<file path="src/sv/sfr_pkg.sv">
// shared types, constants and the crc step for the serial frame receiver
package sfr_pkg;

    // frame geometry
    localparam int PAYLOAD_LEN = 59;
    localparam int ADDR_W      = (PAYLOAD_LEN > 1) ? $clog2(PAYLOAD_LEN) : 1;
    localparam int POS_W       = 7;
    localparam int IDX_W       = 6;
    localparam int CNT_W       = 32;

    localparam logic [POS_W-1:0] POS_LEN    = POS_W'(1);
    localparam logic [POS_W-1:0] POS_DATA0  = POS_W'(2);
    localparam logic [POS_W-1:0] POS_CRC_LO = POS_W'(PAYLOAD_LEN + 2);
    localparam logic [POS_W-1:0] POS_CRC_HI = POS_W'(PAYLOAD_LEN + 3);
    localparam logic [POS_W-1:0] POS_TAIL   = POS_W'(PAYLOAD_LEN + 4);
    localparam logic [7:0]       LEN_BYTE   = 8'(PAYLOAD_LEN);
    localparam logic [ADDR_W-1:0] LAST_ADDR = ADDR_W'(PAYLOAD_LEN - 1);

    // crc-16, polynomial 0x8005, msb first
    localparam logic [15:0] CRC_POLY = 16'h8005;
    localparam logic [15:0] CRC_INIT = 16'hFFFF;

    localparam logic [CNT_W-1:0] CNT_MAX = '1;

    // register map, decoded on paddr[2]
    localparam int  PADDR_W  = 3;
    localparam logic REG_HEAD = 1'b0;
    localparam logic REG_TAIL = 1'b1;
    localparam logic [7:0] HEAD_RESET = 8'hAA;
    localparam logic [7:0] TAIL_RESET = 8'h55;

    // result status codes
    localparam logic [1:0] STATUS_GOOD    = 2'd0;
    localparam logic [1:0] STATUS_REJECT  = 2'd1;
    localparam logic [1:0] STATUS_TIMEOUT = 2'd2;

    localparam logic KIND_BYTE    = 1'b0;
    localparam logic KIND_TIMEOUT = 1'b1;

    typedef struct packed {
        logic       kind;
        logic [7:0] rx_byte;
    } in_item_t;

    typedef struct packed {
        logic [1:0]       status;
        logic [7:0]       payload_byte;
        logic [IDX_W-1:0] byte_index;
        logic             last;
        logic [CNT_W-1:0] frames_passed;
        logic [CNT_W-1:0] frames_rejected;
        logic [CNT_W-1:0] timeouts;
    } out_item_t;

    typedef enum logic [1:0] {
        S_RUN,
        S_READ,
        S_LOAD
    } state_t;

    // controller to datapath
    typedef struct packed {
        logic take;
        logic rd_issue;
        logic out_load;
    } dp_cmd_t;

    // datapath to controller
    typedef struct packed {
        logic would_emit;
        logic good_frame;
        logic out_full;
        logic rd_last;
    } dp_status_t;

    // one byte of crc, bit by bit
    function automatic logic [15:0] crc16_byte(input logic [15:0] crc, input logic [7:0] b);
        logic [15:0] c;
        c = crc ^ {b, 8'h00};
        for (int i = 0; i < 8; i++) begin
            if (c[15])
            begin
                c = {c[14:0], 1'b0} ^ CRC_POLY;
            end
            else
            begin
                c = {c[14:0], 1'b0};
            end
        end
        return c;
    endfunction

endpackage

</file>
<file path="src/sv/serial_frame_receiver_crc16.sv">
// top level: register port, controller and datapath of the serial frame receiver
// a timeout or reject result is registered and shows in the cycle after its input beat
// throughput: one input beat per cycle while a frame is received, but a timeout or
// tail beat is held while the output register is full; a good frame then drains its
// 59 payload beats, each by a buffer read and a load, and takes no input meanwhile
// reset (rst_n, async, active low): hunting, counters zero, markers 0xAA and 0x55
module serial_frame_receiver_crc16 (
    input  logic                         clk,
    input  logic                         rst_n,
    input  logic                         psel,
    input  logic                         penable,
    input  logic                         pwrite,
    input  logic [sfr_pkg::PADDR_W-1:0]  paddr,
    input  logic [31:0]                  pwdata,
    output logic [31:0]                  prdata,
    output logic                         pready,
    input  logic                         in_valid,
    output logic                         in_stall,
    input  sfr_pkg::in_item_t            in_data,
    output logic                         out_valid,
    input  logic                         out_stall,
    output sfr_pkg::out_item_t           out_data
);

    logic [7:0]          head_reg;
    logic [7:0]          tail_reg;
    logic                wr_en;
    sfr_pkg::dp_cmd_t    cmd;
    sfr_pkg::dp_status_t sts;

    // register port
    assign pready = 1'b1;
    assign wr_en  = psel && penable && pwrite;

    always_ff @(posedge clk or negedge rst_n)
    begin
        if (!rst_n)
        begin
            head_reg <= sfr_pkg::HEAD_RESET;
            tail_reg <= sfr_pkg::TAIL_RESET;
        end
        else if (wr_en)
        begin
            if (paddr[2] == sfr_pkg::REG_HEAD)
            begin
                head_reg <= pwdata[7:0];
            end
            else
            begin
                tail_reg <= pwdata[7:0];
            end
        end
    end

    assign prdata = (paddr[2] == sfr_pkg::REG_TAIL) ? {24'h0, tail_reg} : {24'h0, head_reg};

    // controller
    sfr_ctrl u_ctrl (
        .clk      (clk),
        .rst_n    (rst_n),
        .in_valid (in_valid),
        .sts      (sts),
        .in_stall (in_stall),
        .cmd      (cmd)
    );

    // datapath
    sfr_dpath u_dpath (
        .clk         (clk),
        .rst_n       (rst_n),
        .head_marker (head_reg),
        .tail_marker (tail_reg),
        .in_data     (in_data),
        .cmd         (cmd),
        .out_stall   (out_stall),
        .sts         (sts),
        .out_valid   (out_valid),
        .out_data    (out_data)
    );

endmodule

</file>
<file path="src/sv/sfr_ctrl.sv">
// controller: input acceptance and payload drain sequencing
module sfr_ctrl (
    input  logic                clk,
    input  logic                rst_n,
    input  logic                in_valid,
    input  sfr_pkg::dp_status_t sts,
    output logic                in_stall,
    output sfr_pkg::dp_cmd_t    cmd
);

    sfr_pkg::state_t state_reg;
    sfr_pkg::state_t state_next;

    // state register
    always_ff @(posedge clk or negedge rst_n)
    begin
        if (!rst_n)
        begin
            state_reg <= sfr_pkg::S_RUN;
        end
        else
        begin
            state_reg <= state_next;
        end
    end

    // next state
    always_comb
    begin
        state_next = state_reg;
        case (state_reg)
            sfr_pkg::S_RUN:
            begin
                if (cmd.take && sts.good_frame)
                begin
                    state_next = sfr_pkg::S_READ;
                end
            end
            sfr_pkg::S_READ:
            begin
                state_next = sfr_pkg::S_LOAD;
            end
            sfr_pkg::S_LOAD:
            begin
                if (!sts.out_full)
                begin
                    state_next = sts.rd_last ? sfr_pkg::S_RUN : sfr_pkg::S_READ;
                end
            end
            default:
            begin
                state_next = sfr_pkg::S_RUN;
            end
        endcase
    end

    // outputs: a beat that would produce a result waits for a free output slot
    always_comb
    begin
        in_stall     = 1'b1;
        cmd.take     = 1'b0;
        cmd.rd_issue = 1'b0;
        cmd.out_load = 1'b0;
        case (state_reg)
            sfr_pkg::S_RUN:
            begin
                in_stall = sts.out_full && sts.would_emit;
                cmd.take = in_valid && !in_stall;
            end
            sfr_pkg::S_READ:
            begin
                cmd.rd_issue = 1'b1;
            end
            sfr_pkg::S_LOAD:
            begin
                cmd.out_load = !sts.out_full;
            end
            default:
            begin
                in_stall = 1'b1;
            end
        endcase
    end

endmodule

</file>
<file path="src/sv/sfr_dpath.sv">
// datapath: frame tracking, crc, payload buffer, counters and output register
module sfr_dpath (
    input  logic                clk,
    input  logic                rst_n,
    input  logic [7:0]          head_marker,
    input  logic [7:0]          tail_marker,
    input  sfr_pkg::in_item_t   in_data,
    input  sfr_pkg::dp_cmd_t    cmd,
    input  logic                out_stall,
    output sfr_pkg::dp_status_t sts,
    output logic                out_valid,
    output sfr_pkg::out_item_t  out_data
);

    logic                           in_frame_reg, in_frame_next;
    logic [sfr_pkg::POS_W-1:0]      pos_reg, pos_next;
    logic                           len_ok_reg, len_ok_next;
    logic [15:0]                    crc_reg, crc_next;
    logic [7:0]                     crc_lo_reg, crc_lo_next;
    logic [7:0]                     crc_hi_reg, crc_hi_next;
    logic [sfr_pkg::CNT_W-1:0]      good_reg, good_next;
    logic [sfr_pkg::CNT_W-1:0]      bad_reg, bad_next;
    logic [sfr_pkg::CNT_W-1:0]      tmo_reg, tmo_next;
    logic [sfr_pkg::ADDR_W-1:0]     rd_idx_reg, rd_idx_next;
    logic                           out_valid_reg, out_valid_next;
    logic [1:0]                     status_reg, status_next;
    logic [7:0]                     pbyte_reg, pbyte_next;
    logic [sfr_pkg::IDX_W-1:0]      idx_reg, idx_next;
    logic                           last_reg, last_next;

    logic [7:0]                     mem [sfr_pkg::PAYLOAD_LEN];
    logic [7:0]                     rdata_reg;
    logic                           mem_we;
    logic [sfr_pkg::ADDR_W-1:0]     wr_addr;

    logic                           at_tail;
    logic                           is_byte;
    logic                           frame_ok;
    logic                           in_payload;

    // frame status
    assign is_byte    = (in_data.kind == sfr_pkg::KIND_BYTE);
    assign at_tail    = in_frame_reg && (pos_reg == sfr_pkg::POS_TAIL);
    assign in_payload = in_frame_reg && (pos_reg >= sfr_pkg::POS_DATA0)
                        && (pos_reg < sfr_pkg::POS_CRC_LO);
    assign frame_ok   = len_ok_reg && (in_data.rx_byte == tail_marker)
                        && ({crc_hi_reg, crc_lo_reg} == crc_reg);
    assign wr_addr    = sfr_pkg::ADDR_W'(pos_reg - sfr_pkg::POS_DATA0);
    assign mem_we     = cmd.take && is_byte && in_payload;

    assign sts.would_emit = !is_byte || at_tail;
    assign sts.good_frame = is_byte && at_tail && frame_ok;
    assign sts.out_full   = out_valid_reg && out_stall;
    assign sts.rd_last    = (rd_idx_reg == sfr_pkg::LAST_ADDR);

    // frame parsing and counters
    always_comb
    begin
        in_frame_next = in_frame_reg;
        pos_next      = pos_reg;
        len_ok_next   = len_ok_reg;
        crc_next      = crc_reg;
        crc_lo_next   = crc_lo_reg;
        crc_hi_next   = crc_hi_reg;
        good_next     = good_reg;
        bad_next      = bad_reg;
        tmo_next      = tmo_reg;
        rd_idx_next   = rd_idx_reg;
        status_next   = status_reg;
        pbyte_next    = pbyte_reg;
        idx_next      = idx_reg;
        last_next     = last_reg;
        out_valid_next = out_valid_reg && out_stall;

        if (cmd.take)
        begin
            if (!is_byte)
            begin
                // timeout: drop the frame and report
                in_frame_next  = 1'b0;
                pos_next       = '0;
                len_ok_next    = 1'b0;
                crc_next       = sfr_pkg::CRC_INIT;
                tmo_next       = (tmo_reg == sfr_pkg::CNT_MAX) ? tmo_reg
                                 : tmo_reg + sfr_pkg::CNT_W'(1);
                out_valid_next = 1'b1;
                status_next    = sfr_pkg::STATUS_TIMEOUT;
                pbyte_next     = '0;
                idx_next       = '0;
                last_next      = 1'b1;
            end
            else if (!in_frame_reg)
            begin
                // hunting for the head byte
                if (in_data.rx_byte == head_marker)
                begin
                    in_frame_next = 1'b1;
                    pos_next      = sfr_pkg::POS_LEN;
                    len_ok_next   = 1'b0;
                    crc_next      = sfr_pkg::CRC_INIT;
                end
            end
            else if (at_tail)
            begin
                // judge the frame
                in_frame_next = 1'b0;
                pos_next      = '0;
                len_ok_next   = 1'b0;
                crc_next      = sfr_pkg::CRC_INIT;
                rd_idx_next   = '0;
                if (frame_ok)
                begin
                    good_next = (good_reg == sfr_pkg::CNT_MAX) ? good_reg
                                : good_reg + sfr_pkg::CNT_W'(1);
                end
                else
                begin
                    bad_next       = (bad_reg == sfr_pkg::CNT_MAX) ? bad_reg
                                     : bad_reg + sfr_pkg::CNT_W'(1);
                    out_valid_next = 1'b1;
                    status_next    = sfr_pkg::STATUS_REJECT;
                    pbyte_next     = '0;
                    idx_next       = '0;
                    last_next      = 1'b1;
                end
            end
            else
            begin
                if (pos_reg == sfr_pkg::POS_LEN)
                begin
                    len_ok_next = (in_data.rx_byte == sfr_pkg::LEN_BYTE);
                end
                else if (in_payload)
                begin
                    crc_next = sfr_pkg::crc16_byte(crc_reg, in_data.rx_byte);
                end
                else if (pos_reg == sfr_pkg::POS_CRC_LO)
                begin
                    crc_lo_next = in_data.rx_byte;
                end
                else if (pos_reg == sfr_pkg::POS_CRC_HI)
                begin
                    crc_hi_next = in_data.rx_byte;
                end
                pos_next = pos_reg + sfr_pkg::POS_W'(1);
            end
        end

        // payload drain beat
        if (cmd.out_load)
        begin
            out_valid_next = 1'b1;
            status_next    = sfr_pkg::STATUS_GOOD;
            pbyte_next     = rdata_reg;
            idx_next       = sfr_pkg::IDX_W'(rd_idx_reg);
            last_next      = sts.rd_last;
            rd_idx_next    = rd_idx_reg + sfr_pkg::ADDR_W'(1);
        end
    end

    // control registers
    always_ff @(posedge clk or negedge rst_n)
    begin
        if (!rst_n)
        begin
            in_frame_reg  <= 1'b0;
            pos_reg       <= '0;
            len_ok_reg    <= 1'b0;
            crc_reg       <= sfr_pkg::CRC_INIT;
            crc_lo_reg    <= '0;
            crc_hi_reg    <= '0;
            good_reg      <= '0;
            bad_reg       <= '0;
            tmo_reg       <= '0;
            rd_idx_reg    <= '0;
            out_valid_reg <= 1'b0;
        end
        else
        begin
            in_frame_reg  <= in_frame_next;
            pos_reg       <= pos_next;
            len_ok_reg    <= len_ok_next;
            crc_reg       <= crc_next;
            crc_lo_reg    <= crc_lo_next;
            crc_hi_reg    <= crc_hi_next;
            good_reg      <= good_next;
            bad_reg       <= bad_next;
            tmo_reg       <= tmo_next;
            rd_idx_reg    <= rd_idx_next;
            out_valid_reg <= out_valid_next;
        end
    end

    // output payload registers
    always_ff @(posedge clk)
    begin
        status_reg <= status_next;
        pbyte_reg  <= pbyte_next;
        idx_reg    <= idx_next;
        last_reg   <= last_next;
    end

    // payload buffer write port
    always_ff @(posedge clk)
    begin
        if (mem_we)
        begin
            mem[wr_addr] <= in_data.rx_byte;
        end
    end

    // payload buffer read port
    always_ff @(posedge clk)
    begin
        if (cmd.rd_issue)
        begin
            rdata_reg <= mem[rd_idx_reg];
        end
    end

    // result beat; counters stay put while a result waits
    assign out_valid                = out_valid_reg;
    assign out_data.status          = status_reg;
    assign out_data.payload_byte    = pbyte_reg;
    assign out_data.byte_index      = idx_reg;
    assign out_data.last            = last_reg;
    assign out_data.frames_passed   = good_reg;
    assign out_data.frames_rejected = bad_reg;
    assign out_data.timeouts        = tmo_reg;

endmodule

</file>
<file path="config.mk">
export PLATFORM = sky130hd
export DESIGN_NAME = serial_frame_receiver_crc16
export DESIGN_NICKNAME = d
export VERILOG_FILES = /design/src/sv/sfr_pkg.sv /design/src/sv/serial_frame_receiver_crc16.sv /design/src/sv/sfr_ctrl.sv /design/src/sv/sfr_dpath.sv
export SDC_FILE = /design/constraint.sdc
export NUM_CORES = 1
export LEC_CHECK = 0
export BUFFER_PORTS_ARGS = -buffer_cell sky130_fd_sc_hd__buf_2
export CAP_MARGIN = 0
export CORE_AREA = 2 2 166 289
export DETAILED_ROUTE_END_ITERATION = 6
export DIE_AREA = 0 0 168 291
export GPL_TIMING_DRIVEN = 0
export PLACE_DENSITY = 0.84
export SLEW_MARGIN = 10
export SYNTH_ARGS = -nofsm -noshare
export SYNTH_HDL_FRONTEND = slang
export SYNTH_SLANG_ARGS = --single-unit
</file>
<file path="constraint.sdc">
create_clock -name clk -period 3.2 [get_ports clk]
set_input_delay 0.16 -clock clk [delete_from_list [all_inputs] [get_ports clk]]
set_output_delay 0.16 -clock clk [all_outputs]
set_load 0.01 [all_outputs]
</file>
* Word level (Yosys, flattened, before mapping)
Memory sizes are Yosys's and may differ from the RTL's. A register that Yosys moved wholly into a read port is not among the register bits. Index checks and enable logic that the tools add are counted.
Storage, ports and cells: bits in read-only memories 0, memories 1, register bits after elaboration 179, input port bits 51, bits in writable memories 472, word-level logic and storage cells 222, latch bits 0
Memories:
- u_dpath.mem | words 59, bits a word 8, read ports 1, clocked after memory_dff 1, write ports 1, RTL line sfr_dpath.sv:31 | logic [7:0] mem [sfr_pkg::PAYLOAD_LEN];
Operators by class: bitwise gates (word level) 19, shifts and indexed selects 0, divide/modulo/power cells 0, multipliers 0, $add $sub $neg 6, reduce and logical (&&, ||, !) cells 41, muxes and demuxes 113, equal/unequal tests 22, order comparisons 2
Operators by type and width (count):
- 16-bit two-way mux | 56
- 32-bit by 1-bit adder with 32-bit output, second input constant | 3
- 32-bit == test, second input constant | 3
- 6-bit two-way mux | 11
- 8-bit two-way mux | 7
- 1-bit two-way mux | 28
- 7-bit two-way mux | 4
- 3-bit inverter | 8
- 7-bit by 6-bit == test with 1-bit output, second input constant | 3
- 16-bit == test | 1
- 8-bit == test | 2
- 4-bit AND reduction | 4
- 16-bit bitwise XOR | 1
- 1-bit logical AND | 15
- 2-bit two-way mux | 6
- 4-bit != test, second input constant | 3
- 6-bit AND reduction | 2
- 1-bit inverter | 10
- 2-bit nonzero test | 5
- 3-bit nonzero test | 3
- 8-bit by 6-bit == test with 1-bit output, second input constant | 1
- 2-bit AND reduction | 4
- 8-bit AND reduction | 1
- 7-bit by 1-bit adder with 7-bit output, second input constant | 1
- other kinds (17) | 21

* Longest topological paths before layout
Gate-level depths: netlist of the first run.
depth after elaboration 64, gate-level depth with buffers 11

* Hierarchy
From an unflattened synthesis of the first run, not the netlist that was laid out.
Second synthesis, totals: cells, all modules 1663, area, all modules 27340.0 um2
By module, submodules not included:
- sfr_dpath | times used 1, area each 26287.7 um2, seq. area each 18527.8 um2, cells each 1580
- serial_frame_receiver_crc16 | times used 1, area each 932.1 um2, seq. area each 410.4 um2, cells each 70
- sfr_ctrl | times used 1, area each 120.1 um2, seq. area each 50.0 um2, cells each 13

* Least setup slack after synthesis of the first run
No wires, ideal clock.
kind reg2reg, start register u_dpath.pos_reg[0] (netlist bit), end memory u_dpath.mem[20][0], enable pin, slack 0.540 ns, stages on the path, launching flop included 8, clock period less this slack 2.660 ns, buffers on the path 0, arrival time 2.290 ns, setup time 0.370 ns, cells stage by stage dfrtp_1 ha_1 nand2_1 nor3_1 a2111oi_0 and2_1 nand3_1 nor2_1
On the way: longest elaborated chain between the ends 11, elaborated cells between the ends (all ways) 16, those cells by class 1 x add/sub; 2 x order compare; 1 x eq/ne; 3 x mux; 9 x reduce/logical
RTL lines:
- start, declared | RTL line sfr_dpath.sv:16 | logic [sfr_pkg::POS_W-1:0] pos_reg, pos_next;
- start signal, assigned | RTL line sfr_dpath.sv:181 | pos_reg <= pos_next;
- 7-bit by 6-bit == test with 1-bit output | RTL line sfr_dpath.sv:43 | assign at_tail = in_frame_reg && (pos_reg == sfr_pkg::POS_TAIL);
- 1-bit logical AND | RTL line sfr_dpath.sv:43
- 1-bit logical OR | RTL line sfr_dpath.sv:51 | assign sts.would_emit = !is_byte || at_tail;
- 1-bit logical AND | RTL line sfr_ctrl.sv:67 | in_stall = sts.out_full && sts.would_emit;
- 1-bit logical NOT | RTL line sfr_ctrl.sv:68 | cmd.take = in_valid && !in_stall;
- 1-bit logical AND | RTL line sfr_ctrl.sv:68
- 1-bit two-way mux | RTL line sfr_ctrl.sv:64 | case (state_reg)
- 1-bit logical AND (2 in a row) | RTL line sfr_dpath.sv:49 | assign mem_we = cmd.take && is_byte && in_payload;
- 1-bit two-way mux | RTL line sfr_dpath.sv:206 | if (mem_we)
- 1-bit two-way mux (not written as such) | RTL line sfr_dpath.sv:208 | mem[wr_addr] <= in_data.rx_byte;
- end, declared | RTL line sfr_dpath.sv:31
Parallel ways exist; a longest one is shown, timed or not.

* Final worst setup path of the first run
start register u_dpath.pos_reg[0] (netlist bit), end memory u_dpath.mem[46][6], enable pin
Same word-level chain as after synthesis.

==> impl_metrics.tcl, run 1 <==
set metrics [dict create \
    basic_gate_share_of_the_synthesized_area_counting_and_or_nand_and_nor_cells_pct 8.15 \
    area_fraction_in_compound_gates_after_synthesis_pct 2.87 \
    drc 0 \
    synthMuxAreaShare_pct 12.8 \
    routed_vias 16600 \
    finalHoldViolCount 0 \
    gpl.final_weighted_congestion 0.924 \
    ys_seq_elements 659 \
    post_drt_via_cell_ratio 6.45 \
    first_global_vias 16800 \
    die-area_um2 48900 \
    gr-max-usage-layer "met2" \
    critical_path_class "flip-flop to flip-flop" \
    netlist-cell-type-count 64 \
    worst-endpoint-required_ns 3.52 \
    synth_top_family_by_area "multiplexers" \
    synthArstFlopShare_pct 24.6 \
    cts_inserted_buffers 56 \
    grt_first_pass_wirelength_um 103000 \
    drt_iter0_drc 1758 \
    critical_path.max_fanout 8 \
    antenna_cells_inserted 0 \
    setup.reg_to_reg.worst_slack_ns 0.02 \
    flip_flop_count_of_the_largest_register_after_layout 472 \
    max_cap_viols 0 \
    holdPathEnd "u_dpath.mem[17][5]$_DFFE_PP_" \
    reg2reg_to "u_dpath.mem[46][6]$_DFFE_PP_" \
    h-tree-depth 2 \
    clock.fmax_ghz 0.315 \
    worst_setup_path_startpoint "u_dpath.pos_reg[0]$_DFFE_PN0P_" \
    grt.overflow.total 0 \
    detail_route.wirelength_um 70700 \
    worst_path_max_delay_cell "sky130_fd_sc_hd__a2111oi_2" \
    worstSkewPairLatency_ns 0.60 \
    post_route_cells_drive_above_1_share_pct 31.1 \
    initial_utilization_pct 59.2 \
    top_register_by_number_of_flip_flops "u_dpath.mem" \
    average_wire_per_cell_in_the_routed_design_um 27.4 \
    cts_tree "built" \
    synthesis.yosys.warnings 0 \
    worstSetupStartpointType "flip-flop" \
    syn-mean-instance-area_um2 16.5 \
    synth_edf_count 495 \
    fillers 2856 \
    placeableCoreArea_um2 46600 \
    initial_drt_pass_iterations 7 \
    worst-endpoint-arrival_ns 3.50 \
    die_x_um 168 \
    clock_tree.root_cell "sky130_fd_sc_hd__clkbuf_16" \
    vdd.ir_drop.worst_uv 484 \
    worst_pin_slew_ns 0.942 \
    final_max_slew_viol_count 0 \
    syn_to_layout_area_delta_pct 16.0 \
    die_height_um 291 \
    report.power.total_mw 17.0 \
    worst_slew_margin_rel_pct 37.0 \
    grt_usage_pct 28.2 \
    rr_startpoint "u_dpath.pos_reg[0]$_DFFE_PN0P_" \
    dp_slack_ns -0.759 \
    detail-route-antenna-nets 0 \
    whs_path_depth 1 \
    ys_dominant_reg_cell "sky130_fd_sc_hd__edfxtp_1" \
    synth.yosys.seq_area_share_pct 68.8 \
    path_cells "ha_1 > nand2_1 > nor3_1 > a2111oi_2 > and2_2 > nand2_2 > nor2_4 > buf_12" \
    synthesis.area_um2 27600 \
    setup_viol 0 \
    final_net_count 2001 \
    grt_start_max_net_pins 88 \
    min_path_type "primary input to flip-flop" \
    globalRouteMet1Util_pct 32.2 \
    skew_ns 0.0188 \
    layout_min_cycle_time_ns 3.18 \
    critical_path.endpoint_type "flip-flop" \
    dp_hpwl_um 45200 \
    placementRows 105 \
    grtUsageMet2_pct 51.5 \
    synth_xor_area_share_pct 4.75 \
    setup_ws_ns 0.0219 \
    power.leakage_nw 11.6 \
    cts_buffer_depth 3 \
    hold_path_startpoint "in_data[5]" \
    status "complete, no violations" \
    antenna_found_initial 0 \
    power-per-cell-area_nw_per_um2 531 \
    grt.met3_usage_pct 3.60 \
    io_buffers 145 \
    worst_r2r_path_depth 8 \
    max_stage_delay_ns 0.51 \
    post_synth_fa_ha_maj_area_fraction_pct 0.363 \
    finalCritPeriodShare_pct 99.3 \
    worst_setup_hold_path_clk_slew_ns 0.07 \
    tritoncts_num_sinks 659 \
    syn-instance-count 1678 \
    num_io_pins 199 \
]
==> stage by stage <==
| step | area (um^2) | cells | TNS (ns) | util, % | hold WS [ns] |
|---|---|---|---|---|---|
| floorplan | 27700 | 1701 | 0 | - | -0.136 |
| global placement | 29200 | 2434 | -246.37 | 62.5 | 0.402 |
| detailed placement | 29200 | 2435 | -226.88 | 62.6 | 0.169 |
| CTS | 31600 | 2566 | -38.99 | 67.7 | 0.0492 |
| global route | 32000 | 2577 | -0.833 | 68.7 | 0.0807 |
| finish | 32000 | 2577 | 0 | 68.7 | 0.0838 |
==> layout make-up <==
cell class	count	area, um^2	share of cell area (%)
clock inverters	28	255	0.797
clock buffers	77	1540	4.81
plain buffers	102	602	1.88
repair buffers	185	1300	4.06
well taps	588	736	2.30
flip-flops and latches	659	19000	59.3
multi-input cells	929	8560	26.7
inverters	9	33.8	0.105
==> cell usage after synthesis (all sizes together), types with 24 or more instances <==
library cell,n,area [um^2]
clkbuf,34,128
edfxtp,495,14900
xnor2,99,875
xor2,50,438
nand3,50,250
mux2,58,653
mux2i,32,320
dfstp,24,631
nor2,111,419
o21ai,36,180
nand2,81,304
buf,70,453
nand4,47,300
mux4,114,2570
dfrtp,138,3450
==> how the worst max path moves through the flow <==
stage / end / slack (ns) / cells past startpoint
final: u_dpath.mem[46][6]$_DFFE_PP_ / 0.02 / 8
after global routing: u_dpath.mem[46][1]$_DFFE_PP_ / -0.04 / 8
after CTS: u_dpath.mem[53][6]$_DFFE_PP_ / -0.30 / 6
after detailed placement: u_dpath.good_reg[3]$_DFFE_PN0P_ / -0.76 / 9
after global placement: u_dpath.mem[20][6]$_DFFE_PP_ / -0.59 / 7
after floorplan: u_dpath.mem[20][0]$_DFFE_PP_ / 0.54 / 7
==> where the power goes <==
| part | internal [mW] | switching [mW] |
|---|---|---|
| clock network | 3.71 | 3.08 |
| registers | 9.32 | 0.129 |
| logic | 0.286 | 0.481 |
==> worst max-delay path, delay by kind of cell (launching register included) <==
family / cells / cell delay, ns
AOI/OAI and AO/OA: 1 / 0.51
DFF: 1 / 0.49
and+or+nand+nor: 5 / 1.39
adders and majority gates: 1 / 0.32
buffers and inverters: 1 / 0.17
==> routing by layer <==
layer  part of all wire [%]  vias to the layer above
li1                       -                     6939
met1                     33                     8406
met2                     54                     1035
met3                    7.7                      235
met4                    6.0                        0
met5                      0                        -
==> what timing repair did <==
item,4_1_cts,5_1_grt
setup buffers,15,12
setup endpoints to repair,504,496
hold endpoints to repair,94,0
gates cloned,0,0
pin swaps,10,12
gates resized for setup,100,51
hold buffers,11,0
==> cells in the final DEF, fill, tap and decap left out, types with 36 or more instances in the layout <==
cell / Yosys / layout
sky130_fd_sc_hd__xor2_1: 50 / 50
sky130_fd_sc_hd__xnor2_1: 98 / 98
sky130_fd_sc_hd__nor2_1: 110 / 53
sky130_fd_sc_hd__nand3_1: 50 / 47
sky130_fd_sc_hd__o21ai_0: 36 / 36
sky130_fd_sc_hd__nand2_1: 81 / 74
sky130_fd_sc_hd__mux4_2: 114 / 114
sky130_fd_sc_hd__nor2_4: 0 / 49
sky130_fd_sc_hd__dfrtp_1: 138 / 138
sky130_fd_sc_hd__edfxtp_1: 495 / 495
sky130_fd_sc_hd__mux2_2: 58 / 58
sky130_fd_sc_hd__clkbuf_16: 0 / 57
sky130_fd_sc_hd__buf_4: 31 / 49
sky130_fd_sc_hd__nand4_1: 46 / 46
sky130_fd_sc_hd__buf_2: 26 / 160
sky130_fd_sc_hd__clkbuf_1: 34 / 43
==> kinds of logic (layout without fill, tap and decap cells) <==
family / after synthesis / in the layout
AO/OA/AOI/OAI: 118 / 118
XOR/XNOR: 149 / 149
adder cells (fa/ha/maj): 8 / 8
buffers and inverters: 113 / 401
flip-flops: 659 / 659
multiplexers: 204 / 204
other: 2 / 25
AND/OR/NAND/NOR: 425 / 425
No activity file was read; power rests on OpenSTA's default activity.
==> run 2: changes to the inputs <==
- ABC_AREA: default -> 1
- CORE_AREA: 2 2 166 289 -> 2 2 170 297
- DIE_AREA: 0 0 168 291 -> 0 0 172 299
- PLACE_DENSITY: 0.84 -> 0.85
==> impl_metrics.tcl, run 2 <==
set metrics [dict create \
    status "complete, but fails checks" \
    failing_checks "setup timing" \
    vdd.ir_drop.worst_uv 538 \
    worst_setup_hold_path_clk_slew_ns 0.07 \
    area_fraction_in_compound_gates_after_synthesis_pct 10.6 \
    final_max_slew_viol_count 0 \
    yosysTopAreaCellShare_pct 50.1 \
    io_buffers 147 \
    tritoncts_num_sinks 659 \
    path_cells "buf_2 > buf_2 > clkbuf_1 > nor2_1 > o221ai_1 > o211ai_1 > nand3_1 > nand3_1 > nand2_1" \
    cts_inserted_buffers 56 \
    setup_ws_ns -0.512 \
    gr-max-usage-layer "met2" \
    max_cap_viols 0 \
    skew_ns 0.0386 \
    layout_min_cycle_time_ns 3.71 \
    synth_xor_area_share_pct 3.34 \
    syn_to_layout_area_delta_pct 16.5 \
    average_wire_per_cell_in_the_routed_design_um 26.8 \
    post_synth_most_frequent_cells "sky130_fd_sc_hd__edfxtp_1, sky130_fd_sc_hd__nand2_1, sky130_fd_sc_hd__nor2_1" \
    ys_dominant_reg_cell "sky130_fd_sc_hd__edfxtp_1" \
    grtUsageMet2_pct 65.0 \
    area_used_by_multi_input_combinational_logic_um2 9750 \
    post_synth_fa_ha_maj_area_fraction_pct 0.338 \
    worst_slew_margin_rel_pct 13.5 \
    synth_edf_count 495 \
    layout_common_cells "sky130_fd_sc_hd__edfxtp_1, sky130_fd_sc_hd__nand2_1, sky130_fd_sc_hd__nor2_1" \
    finalHoldViolCount 0 \
    worstSetupStartpointType "flip-flop" \
    dominant_delay_contributor_by_cell_family_on_the_critical_path "buffers and inverters" \
    synthArstFlopShare_pct 24.6 \
    syn-mean-instance-area_um2 10.5 \
    drt_iter0_drc 2819 \
    synthDominantAreaCellType "sky130_fd_sc_hd__edfxtp_1" \
    finalCritPeriodShare_pct 116 \
    cts_tree "built" \
    fillers 3577 \
    critical_path_class "flip-flop to flip-flop" \
    antenna_found_initial 7 \
    power-per-cell-area_nw_per_um2 519 \
    num_io_pins 199 \
    setup_viol 41 \
    top_register_by_number_of_flip_flops "u_dpath.mem" \
    worst_pin_slew_ns 1.30 \
    dp_hpwl_um 67800 \
    routed_vias 23800 \
    ys_seq_elements 659 \
    timing.hold.ws_ns 0.0348 \
    netlist_top_cells_area "sky130_fd_sc_hd__edfxtp_1, sky130_fd_sc_hd__dfrtp_1, sky130_fd_sc_hd__nand2_1" \
    layout.cell_area.non_filler_um2 34500 \
    synthMuxAreaShare_pct 0 \
    syn-instance-count 2822 \
    flip_flop_count_of_the_largest_register_after_layout 472 \
    synth_top_family_by_area "simple AND/OR/NAND/NOR gates" \
    cts_buffer_depth 3 \
    grt_usage_pct 38.3 \
    synth.yosys.seq_area_share_pct 64.0 \
    gpl.final_weighted_congestion 0.994 \
    critical_path.max_fanout 10 \
    cell_with_the_most_instances_after_synthesis "sky130_fd_sc_hd__edfxtp_1" \
    detail-route-antenna-nets 0 \
    worst-endpoint-arrival_ns 4.19 \
    post_route_cells_drive_above_1_share_pct 15.6 \
    detail_route.wirelength_um 102000 \
    netlist-cell-type-count 52 \
    drc 0 \
    clock.fmax_ghz 0.269 \
    synthesis.area_um2 29700 \
    place_area_um2 31300 \
    basic_gate_share_of_the_synthesized_area_counting_and_or_nand_and_nor_cells_pct 16.5 \
    max_stage_delay_ns 0.89 \
    worstSkewPairLatency_ns 0.66 \
    initial_drt_pass_iterations 6 \
    clock_tree.root_cell "sky130_fd_sc_hd__clkbuf_16" \
    grt_first_pass_wirelength_um 143000 \
    worst-endpoint-required_ns 3.67 \
    initial_utilization_pct 60.3 \
    min_path_type "primary input to flip-flop" \
    critical_path.endpoint_type "flip-flop" \
    h-tree-depth 2 \
    grt_start_max_net_pins 102 \
    placementRows 108 \
    worst_path_max_delay_cell "sky130_fd_sc_hd__clkbuf_1" \
    first_global_vias 23300 \
    globalRouteMet1Util_pct 39.8 \
    power.leakage_nw 12.7 \
    placeableCoreArea_um2 49200 \
    synthesis.yosys.warnings 0 \
    die-area_um2 51400 \
    area.sequential_um2 19000 \
    grt.overflow.total 0 \
    grt.met3_usage_pct 8.36 \
    post_drt_via_cell_ratio 6.25 \
    final_net_count 3149 \
    layout_commonest_cell "sky130_fd_sc_hd__edfxtp_1" \
    die_height_um 299 \
    cp_num_buf_inv 3 \
    die_x_um 172 \
]
run 2: changes by cell type after synthesis, sizes merged, moves of 58 or more:
| cell | before | now |
|---|---|---|
| nand2 | 81 | 458 |
| nor2 | 111 | 428 |
| o21ai | 36 | 345 |
| inv | 9 | 206 |
| mux4 | 114 | 0 |
| o22ai | 3 | 79 |
| nand3 | 50 | 119 |
| mux2 | 58 | 0 |
run 2: final cells by class:
| cell class | count | share of cell area (%) |
|---|---|---|
| Multi-Input combinational cell | 1829 | 28.2 |
| Tap cell | 660 | 2.39 |
| Clock inverter | 38 | 1.58 |
| Inverter | 208 | 2.28 |
| Timing Repair Buffer | 187 | 4.02 |
| Antenna cell | 1 | 0.00724 |
| Buffer | 149 | 2.24 |
| Clock buffer | 68 | 4.31 |
| Sequential cell | 659 | 55.0 |
run 2: per-layer routing:
metal / routed length [um] / vias to the layer above
li1: - / 10300
met1: 31000 / 11200
met2: 50100 / 1700
met3: 9810 / 543
met4: 11000 / 10
met5: 65 / -
run 2: worst min-delay path, cell delays in order:
cell and delay [ns]:
sky130_fd_sc_hd__buf_2 0.14, sky130_fd_sc_hd__nand3_4 0.12, sky130_fd_sc_hd__nor2_4 0.07, sky130_fd_sc_hd__nand4_1 0.09, sky130_fd_sc_hd__nand2_1 0.05
run 2: logic make-up after synthesis:
group,count (synthesis)
AND/OR/NAND/NOR,1136
flip-flops,659
AO/OA/AOI/OAI,547
buffers and inverters,357
XOR/XNOR,113
adder cells (fa/ha/maj),8
other,2
run 2: where the power goes:
part	switching, mW	internal (mW)	total, mW
sequential	0.124	9.32	9.44
combinational	0.585	0.256	0.841
clock	3.38	4.26	7.64
run 2: final timing paths:
check	start	endpoint	slack, ns	cells past startpoint
setup / recovery	u_dpath.rd_idx_reg[0]$_DFFE_PN0P_	u_dpath.rdata_reg[2]$_DFFE_PN_	-0.51	9
min in group asynchronous	rst_n	u_dpath.good_reg[9]$_DFFE_PN0P_	0.06	2
max in group asynchronous	rst_n	u_dpath.bad_reg[16]$_DFFE_PN0P_	2.18	3
hold reg to reg	u_dpath.status_reg[0]$_SDFFE_PP0P_	u_dpath.status_reg[0]$_SDFFE_PP0P_	0.45	2
setup reg to reg	u_dpath.rd_idx_reg[0]$_DFFE_PN0P_	u_dpath.rdata_reg[2]$_DFFE_PN_	-0.51	9
hold / removal	in_valid	u_dpath.bad_reg[0]$_DFFE_PN0P_	0.03	5
run 2: repair_timing:
action | 4_1_cts | 5_1_grt
hold buffers | 11 | 0
endpoints found under the hold margin | 81 | 0
resized for setup | 82 | 75
setup endpoints to repair | 456 | 422
cloned | 0 | 0
setup buffers | 0 | 28
pin swaps | 0 | 26
run 2: stage by stage:
step	cells	setup TNS (ns)	setup slack, ns	total power [mW]	utilization [%]
floorplan	2845	0	0.704	10.0	-
global placement	3652	-126.60	-0.618	10.4	63.6
finish	3799	-2.24	-0.512	17.9	70.2
CTS	3770	-19.64	-0.257	17.8	68.6
detailed placement	3653	-91.38	-0.803	10.4	63.7
global route	3798	-35.96	-0.494	18.3	70.2
==> run 3: changes to the inputs <==
- REMOVE_ABC_BUFFERS: default -> 1
==> impl_metrics.tcl, run 3 (synthesis gave the netlist of run 2 again) <==
set metrics [dict create \
    setup.reg_to_reg.worst_slack_ns -0.16 \
    die-area_um2 51400 \
    finalCritPeriodShare_pct 105 \
    max_cap_viols 0 \
    setup_viol 161 \
    layout.cell_area.non_filler_um2 33300 \
    layout_min_cycle_time_ns 3.36 \
    post_route_cells_drive_above_1_share_pct 13.6 \
    drt_iter0_drc 2376 \
    worstSkewPairLatency_ns 0.62 \
    worstSetupStartpointType "flip-flop" \
    detail_route.wirelength_um 79900 \
    placeableCoreArea_um2 49200 \
    placementRows 108 \
    top_register_by_number_of_flip_flops "u_dpath.mem" \
    final_max_slew_viol_count 0 \
    status "complete, but fails checks" \
    tritoncts_num_sinks 659 \
    clock_tree.root_cell "sky130_fd_sc_hd__clkbuf_16" \
    critical_path_class "flip-flop to flip-flop" \
    io_buffers 147 \
    worst_r2r_path_depth 12 \
    rsz_0062_raised_after_global_routing "yes" \
    flip_flop_count_of_the_largest_register_after_layout 472 \
    report.power.total_mw 17.3 \
    h-tree-depth 2 \
    area.sequential_um2 19000 \
    layout_common_cells "sky130_fd_sc_hd__edfxtp_1, sky130_fd_sc_hd__nand2_1, sky130_fd_sc_hd__nor2_1" \
    die_height_um 299 \
    layout_commonest_cell "sky130_fd_sc_hd__edfxtp_1" \
    grt_usage_pct 31.1 \
    average_wire_per_cell_in_the_routed_design_um 22.0 \
    grt_start_max_net_pins 173 \
    worst-endpoint-arrival_ns 3.61 \
    routed_vias 22200 \
    min_path_type "primary input to flip-flop" \
    final_net_count 2990 \
    critical_path.endpoint_type "flip-flop" \
    initial_drt_pass_iterations 7 \
    cts_buffer_depth 3 \
    power.leakage_nw 12.2 \
    hold_path_startpoint "in_data[8]" \
    drc 0 \
    power-per-cell-area_nw_per_um2 521 \
    worst_pin_slew_ns 1.08 \
    reg2reg_to "u_dpath.mem[24][0]$_DFFE_PP_" \
    antenna_found_initial 0 \
    vdd.ir_drop.worst_uv 399 \
    detail-route-antenna-nets 0 \
    grt_first_pass_wirelength_um 121000 \
    num_io_pins 199 \
    clock.fmax_ghz 0.298 \
    holdPathEnd "u_dpath.pos_reg[5]$_DFFE_PN0P_" \
    dp_hpwl_um 50600 \
    skew_ns 0.0240 \
    cts_tree "built" \
    rr_startpoint "u_dpath.pos_reg[1]$_DFFE_PN0P_" \
    worst_slew_margin_rel_pct 28.2 \
    grt.overflow.total 0 \
    failing_checks "setup timing" \
    die_x_um 172 \
    cts_inserted_buffers 56 \
    initial_utilization_pct 60.3 \
    worst_setup_hold_path_clk_slew_ns 0.07 \
    whs_path_depth 4 \
    fillers 3528 \
    syn_to_layout_area_delta_pct 12.2 \
    timing.hold.ws_ns 0.0207 \
    setup_ws_ns -0.155 \
    first_global_vias 22200 \
    place_area_um2 30800 \
    gpl.final_weighted_congestion 0.985 \
    worst-endpoint-required_ns 3.45 \
    post_drt_via_cell_ratio 6.10 \
    critical_path.max_fanout 9 \
    area_used_by_multi_input_combinational_logic_um2 9490 \
    finalHoldViolCount 0 \
]
==> run 3: where the power goes <==
group | switching, mW | internal [mW] | leakage (nW)
Clock | 3.17 | 3.94 | 0.920
Sequential | 0.132 | 9.32 | 6.61
Combinational | 0.554 | 0.230 | 4.68
Total | 3.86 | 13.5 | 12.2
==> run 3: per-stage QoR <==
stage / utilization [%] / TNS, ns / instances / setup WS [ns]
floorplan: - / -55.84 / 2696 / -4.09
global placement: 62.1 / -235.99 / 3503 / -9.19
detailed placement: 62.6 / -55.61 / 3511 / -0.667
CTS: 67.0 / -8.47 / 3629 / -0.187
global route: 67.7 / -45.53 / 3638 / -0.260
finish: 67.7 / -16.10 / 3639 / -0.155
==> run 3: layer usage <==
layer	wire (um)	up-vias	GRT usage (%)
met4	6460	0	22.1
li1	-	9987	-
met2	41400	1314	54.8
met5	0	-	0
met1	25500	10500	33.5
met3	6600	371	4.86
==> run 3: worst max-delay path: stages, from the launching register on <==
cell and delay, ns:
sky130_fd_sc_hd__dfrtp_1 0.50, sky130_fd_sc_hd__ha_1 0.30, sky130_fd_sc_hd__nand2_4 0.12, sky130_fd_sc_hd__nor2_4 0.05, sky130_fd_sc_hd__nand2_2 0.09, sky130_fd_sc_hd__nand2_4 0.07
sky130_fd_sc_hd__nand2_4 0.07, sky130_fd_sc_hd__nand3_4 0.10, sky130_fd_sc_hd__nor2_4 0.20, sky130_fd_sc_hd__nand2_1 0.13, sky130_fd_sc_hd__nor2_2 0.24, sky130_fd_sc_hd__nand3_2 0.48
sky130_fd_sc_hd__nor2_2 0.63
==> run 3: what timing repair did <==
action                     4_1_cts  5_1_grt
buffers inserted                 2        8
setup endpoints to repair      346      520
hold endpoints to repair        77        0
pin swaps                        0        1
hold buffers                    11        0
gates resized for setup         38       48
gates cloned                     0        1
==> run 3: worst max path at each step <==
stage	startpoint	to	slack, ns	cells past startpoint
2_1_floorplan	u_dpath.rd_idx_reg[0]$_DFFE_PN0P_	u_dpath.rdata_reg[6]$_DFFE_PN_	-4.09	7
3_3_place_gp	u_dpath.rd_idx_reg[0]$_DFFE_PN0P_	u_dpath.rdata_reg[2]$_DFFE_PN_	-9.19	7
3_5_place_dp	in_data[6]	u_dpath.good_reg[2]$_DFFE_PN0P_	-0.67	9
4_1_cts	u_dpath.pos_reg[1]$_DFFE_PN0P_	u_dpath.mem[3][0]$_DFFE_PP_	-0.19	12
5_1_grt	u_dpath.pos_reg[1]$_DFFE_PN0P_	u_dpath.mem[49][6]$_DFFE_PP_	-0.26	12
6_report	u_dpath.pos_reg[1]$_DFFE_PN0P_	u_dpath.mem[24][0]$_DFFE_PP_	-0.16	12
==> run 3: layout make-up <==
type                    count  area share [%]
flip-flops and latches    659            57.1
multi-input cells        1829            28.5
clock inverters            42            1.40
repair buffers            177            3.76
diodes                      1         0.00752
well taps                 660            2.48
clock buffers              63            4.35
inverters                 208            2.40
